**src/dlxie_pkg.sv**
```systemverilog
// ----------------------------------------------------------------------------
// dlxie_pkg
// Shared constants, opcodes and structs of the dlx instruction execute core.
// ----------------------------------------------------------------------------
package dlxie_pkg;

  localparam int XLEN          = 32;
  localparam int BYTE_W        = 8;
  localparam int REG_COUNT     = 32;
  localparam int REG_AW        = $clog2(REG_COUNT);
  // byte count of the data memory, a power of two
  localparam int MEM_BYTES     = 65536;
  localparam int MEM_AW        = $clog2(MEM_BYTES);
  localparam int MEM_LANES     = 4;
  localparam int LANE_AW       = $clog2(MEM_LANES);
  localparam int MEM_ROWS      = MEM_BYTES / MEM_LANES;
  localparam int ROW_AW        = MEM_AW - LANE_AW;
  localparam int PROGRAM_WORDS = 1024;
  localparam int INSN_SHIFT    = 2;

  localparam logic [XLEN-1:0] INSN_BYTES = 32'd4;
  localparam logic [XLEN-1:0] BYTE_MASK  = 32'h0000_00ff;

  typedef enum logic [5:0] {
    OP_LB   = 6'd0,
    OP_LW   = 6'd1,
    OP_SB   = 6'd2,
    OP_SW   = 6'd3,
    OP_ADDI = 6'd4,
    OP_SUBI = 6'd5,
    OP_ANDI = 6'd6,
    OP_ORI  = 6'd7,
    OP_XORI = 6'd8,
    OP_SGTI = 6'd9,
    OP_SEQI = 6'd10,
    OP_SGEI = 6'd11,
    OP_SLTI = 6'd12,
    OP_SNEI = 6'd13,
    OP_SLEI = 6'd14,
    OP_BEQZ = 6'd15,
    OP_BNEZ = 6'd16,
    OP_JR   = 6'd17,
    OP_ADD  = 6'd18,
    OP_SUB  = 6'd19,
    OP_AND  = 6'd20,
    OP_OR   = 6'd21,
    OP_XOR  = 6'd22,
    OP_SLLI = 6'd23,
    OP_SRLI = 6'd24,
    OP_SGT  = 6'd25,
    OP_SLT  = 6'd26,
    OP_SEQ  = 6'd27,
    OP_SNE  = 6'd28,
    OP_SGE  = 6'd29,
    OP_SLE  = 6'd30,
    OP_HALT = 6'd31,
    OP_OP   = 6'd32
  } mode_e;

  typedef struct packed {
    logic              we;
    logic [REG_AW-1:0] idx;
    logic [XLEN-1:0]   data;
  } rf_wr_t;

  typedef struct packed {
    logic              rd;
    logic              wr;
    logic              word;
    logic [MEM_AW-1:0] addr;
    logic [XLEN-1:0]   wdata;
  } dmem_req_t;

endpackage

```
**src/dlxie_regfile.sv**
```systemverilog
// ----------------------------------------------------------------------------
// dlxie_regfile
// Register file with two registered read ports, one write port and per-entry
// valid bits so that unwritten registers read as zero after reset.
// ----------------------------------------------------------------------------
module dlxie_regfile
  import dlxie_pkg::*;
(
  input  logic              clk_i,
  input  logic              rst_ni,
  input  logic              rd_en_i,
  input  logic [REG_AW-1:0] ra_i,
  input  logic [REG_AW-1:0] rb_i,
  input  rf_wr_t            wr_i,
  output logic [XLEN-1:0]   rd_a_o,
  output logic [XLEN-1:0]   rd_b_o
);

  logic [XLEN-1:0]      rf_mem [REG_COUNT];
  logic [REG_COUNT-1:0] valid_q;
  logic [XLEN-1:0]      rd_a_q;
  logic [XLEN-1:0]      rd_b_q;

  always_ff @(posedge clk_i or negedge rst_ni) begin
    if (!rst_ni) begin
      valid_q <= '0;
    end else if (wr_i.we) begin
      valid_q[wr_i.idx] <= 1'b1;
    end
  end

  always_ff @(posedge clk_i) begin
    if (wr_i.we) begin
      rf_mem[wr_i.idx] <= wr_i.data;
    end
    if (rd_en_i) begin
      rd_a_q <= valid_q[ra_i] ? rf_mem[ra_i] : '0;
      rd_b_q <= valid_q[rb_i] ? rf_mem[rb_i] : '0;
    end
  end

  assign rd_a_o = rd_a_q;
  assign rd_b_o = rd_b_q;

endmodule

```
**config.mk**
```make
export PLATFORM = sky130hd
export DESIGN_NAME = dlxie_regfile
export DESIGN_NICKNAME = d
export VERILOG_FILES = /design/src/dlxie_pkg.sv /design/src/dlxie_regfile.sv
export SDC_FILE = /design/constraint.sdc
export NUM_CORES = 1
export LEC_CHECK = 0
export BUFFER_PORTS_ARGS = -buffer_cell sky130_fd_sc_hd__buf_2
export CAP_MARGIN = 10
export CORE_MARGIN = 2
export CORE_UTILIZATION = 50
export DETAILED_ROUTE_END_ITERATION = 16
export PLACE_DENSITY = 0.66
export SETUP_SLACK_MARGIN = 0.3
export SYNTH_ARGS = -nofsm -noshare
export SYNTH_HDL_FRONTEND = slang
export SYNTH_SLANG_ARGS = --single-unit
```
**constraint.sdc**
```tcl
create_clock -name clk_i -period 2.9 [get_ports clk_i]
set_clock_uncertainty 0.2 [all_clocks]
set_input_delay 0.58 -clock clk_i [delete_from_list [all_inputs] [get_ports clk_i]]
set_output_delay 0.58 -clock clk_i [all_outputs]
set_load 0.05 [all_outputs]
```
==> results.toml <==
[floorplanning]
die_w_microns = 325.8
core_sq_um = 103100
die_area_sq_um = 106200
ios = 115
rows = 118
initial_core_util = 0.5025
chipHeight_microns = 325.8

[clock_network]
clock_latency_ns = 0.70
cts_tree = "built"
cts_sinks = 1120
h-tree-depth = 3
cts-resized-gates = 0
cts-root-buf = "clkbuf_16"
cts_made_buffers = 113
ctsLongestPathBuffers = 3
path_clk_slew_ns = 0.06
cts_setup_buffers = 0
hold_buffers = 1

[timing]
hold_viol_final = 0
period_share = 0.8514
fmax_ghz = 0.4050
setup_slack_ns = 0.4310
slew_violations = 0
slew_headroom = 0.2140
max_slew.worst_pin.slew_ns = 1.176
setup_viol = 0
rsz0062_at_grt = "false"
finalCriticalPeriod_ns = 2.469

[critical_path]
crit_arrival_ns = 2.72
required_ns = 3.15
crit_fanout = 10
slowest_delay_ns = 0.47
worst-path-buf-inv = 2
cp_slowest_cell = "mux4_2"
reg2reg_slack_ns = 0.43
cp_top_family = "multiplexers"
endpoint_kind = "flop"
path_class = "flop to flop"
setup.worst_path.start_class = "flop"
critical_path.most_common_cell = "buf_4"
cp_cell_sequence = "mux4_2 -> mux2_2 -> nand3_1 -> nand4_1 -> buf_4 -> and3_1 -> buf_4"

[routing]
drcViolationCount = 0
wl_met2_mm = 78.77
routed-wl-met3_mm = 19.25
wl_met1_mm = 63.13
drt_iter0_drc = 4642
avgRoutedWirePerCell_microns = 35.73
drt-vias-per-instance = 7.102
routed_wl_mm = 169.1
first_pass_iters = 5
vias = 33620
top_layer = "met5"
ant_nets = 0

[global_routing]
grt_max_degree = 54
grt_antenna_before_repair = 16
grt-ovfl-total = 0
grt_pass1_vias = 33700
grt_pass1_wl_mm = 239.2
globalRouteTotalUtil = 0.3148

[cells_and_area]
layout-drive-gt1-share = 0.2593
nFillCells = 7780
utilization = 0.5800
syn2layout_area_growth_pct = 15.42
multi_input_area_sq_um = 17140
finalNetCount = 3310
regArea_sq_um = 33470

[logic_synthesis]
yosys_warnings = 0
synth_edf_count = 1088
yosysUniqueCellTypes = 34
yosys_register_bits = 1120
syn_avg_cell_area_sq_um = 17.04
yosysSeqAreaShare = 0.6463
mappedNetlistArea_sq_um = 51790
syn_nets = 3091
synth-async-reset-ratio = 0.02857
synth_cells = 3040
synth_flop_cell = "edfxtp_1"

[worst_hold_path]
hold_path.class = "primary input to flop"

[placement]
dp_hpwl_mm = 101.0
place_ws_ns = -0.01382
gp_congestion = 0.8739
io_buffers = 114

[power]
leakagePower_nw = 20.62
power_density_nw_per_um2 = 622.1
ir_drop_mv = 0.5126

[outcome]
outcome = "finished clean"

[run]
cap_violations = 0
flip-flops by register name (all words and copies together), names as in the netlist:
| signal | flops |
|---|---|
| rd_a_o | 32 |
| rd_b_o | 32 |
| rf_mem | 1024 |
| valid_q | 32 |
metal layers:
| layer | GRT usage | vias to the layer above |
|---|---|---|
| met5 | 0 | - |
| met3 | 0.07526 | 521 |
| li1 | - | 13260 |
| met4 | 0.1402 | 16 |
| met2 | 0.4947 | 2425 |
| met1 | 0.4204 | 17400 |
Yosys cell counts, types with 39 or more instances:
cell	count	area [sq um]
edfxtp_1	1088	32670
clkbuf_1	100	375.4
nor3_1	64	320.3
buf_6	39	439.2
buf_2	60	300.3
mux4_2	268	6036
a22oi_1	64	480.5
and3_1	64	400.4
mux2i_1	520	5205
o21ai_0	108	540.5
nor2_1	101	379.1
a221oi_1	256	2242
nand3_1	70	350.3
a21oi_1	64	320.3
path summary, 6_finish.rpt:
path                                    startpoint                  endpoint  cells past startpoint
max                        valid_q[27]$_DFFE_PN0P_   rd_a_o[6]$_SDFFCE_PN0P_                      7
min                                        rd_en_i  rd_b_o[30]$_SDFFCE_PN0P_                      1
max reg2reg                valid_q[27]$_DFFE_PN0P_   rd_a_o[6]$_SDFFCE_PN0P_                      7
min reg2reg                valid_q[26]$_DFFE_PN0P_   valid_q[26]$_DFFE_PN0P_                      1
max in group asynchronous                   rst_ni   valid_q[18]$_DFFE_PN0P_                      2
min in group asynchronous                   rst_ni   valid_q[12]$_DFFE_PN0P_                      2
power breakdown:
part / internal [W] / switching [W]
logic: 0.00151 / 0.00250
clock network: 0.00852 / 0.00617
registers: 0.0182 / 0.000292
logic make-up (layout without fill, tap and decap cells):
group,after synthesis,count (layout),share of synthesized area
other,0,6,0
muxes,792,792,0.2179
and+or+nand+nor,355,355,0.03494
buffers and inverters,253,561,0.02841
AOI/OAI and AO/OA,520,520,0.07238
DFF,1120,1120,0.6463
layout by cell type, fill, tap and decap left out, drive strengths merged, types with 64 or more instances in the layout:
cell type	n
edfxtp	1088
mux2i	520
buf	352
mux4	268
a221oi	256
clkbuf	146
o21ai	128
nor2	101
nand3	70
a22oi	64
nor3	64
a21oi	64
and3	64
final cells by class:
| cell class | instances | share of cell area |
|---|---|---|
| sequential | 1120 | 0.5600 |
| multi-input combinational | 1667 | 0.2867 |
| tap | 1380 | 0.02889 |
| clock inverter | 58 | 0.009608 |
| clock buffer | 146 | 0.05221 |
| inverter | 4 | 0.0002931 |
| timing repair buffer | 353 | 0.06200 |
| antenna | 6 | 0.0002512 |
stage by stage:
stage                     cells   TNS, ns  hold WS, ns  power [W]  instance area, sq um
after global routing       4730         0       0.1216    0.03809                 59760
final                      4734         0       0.1309    0.03718                 59770
after detailed placement   4523  -0.01382       0.2775    0.02274                 56050
after CTS                  4728         0       0.1008    0.03723                 59760
after floorplan            3040    -52.73      0.08441    0.02108                 51850
after global placement     4523         0       0.2715    0.02266                 56050
Power figures use the tool's default switching activity.
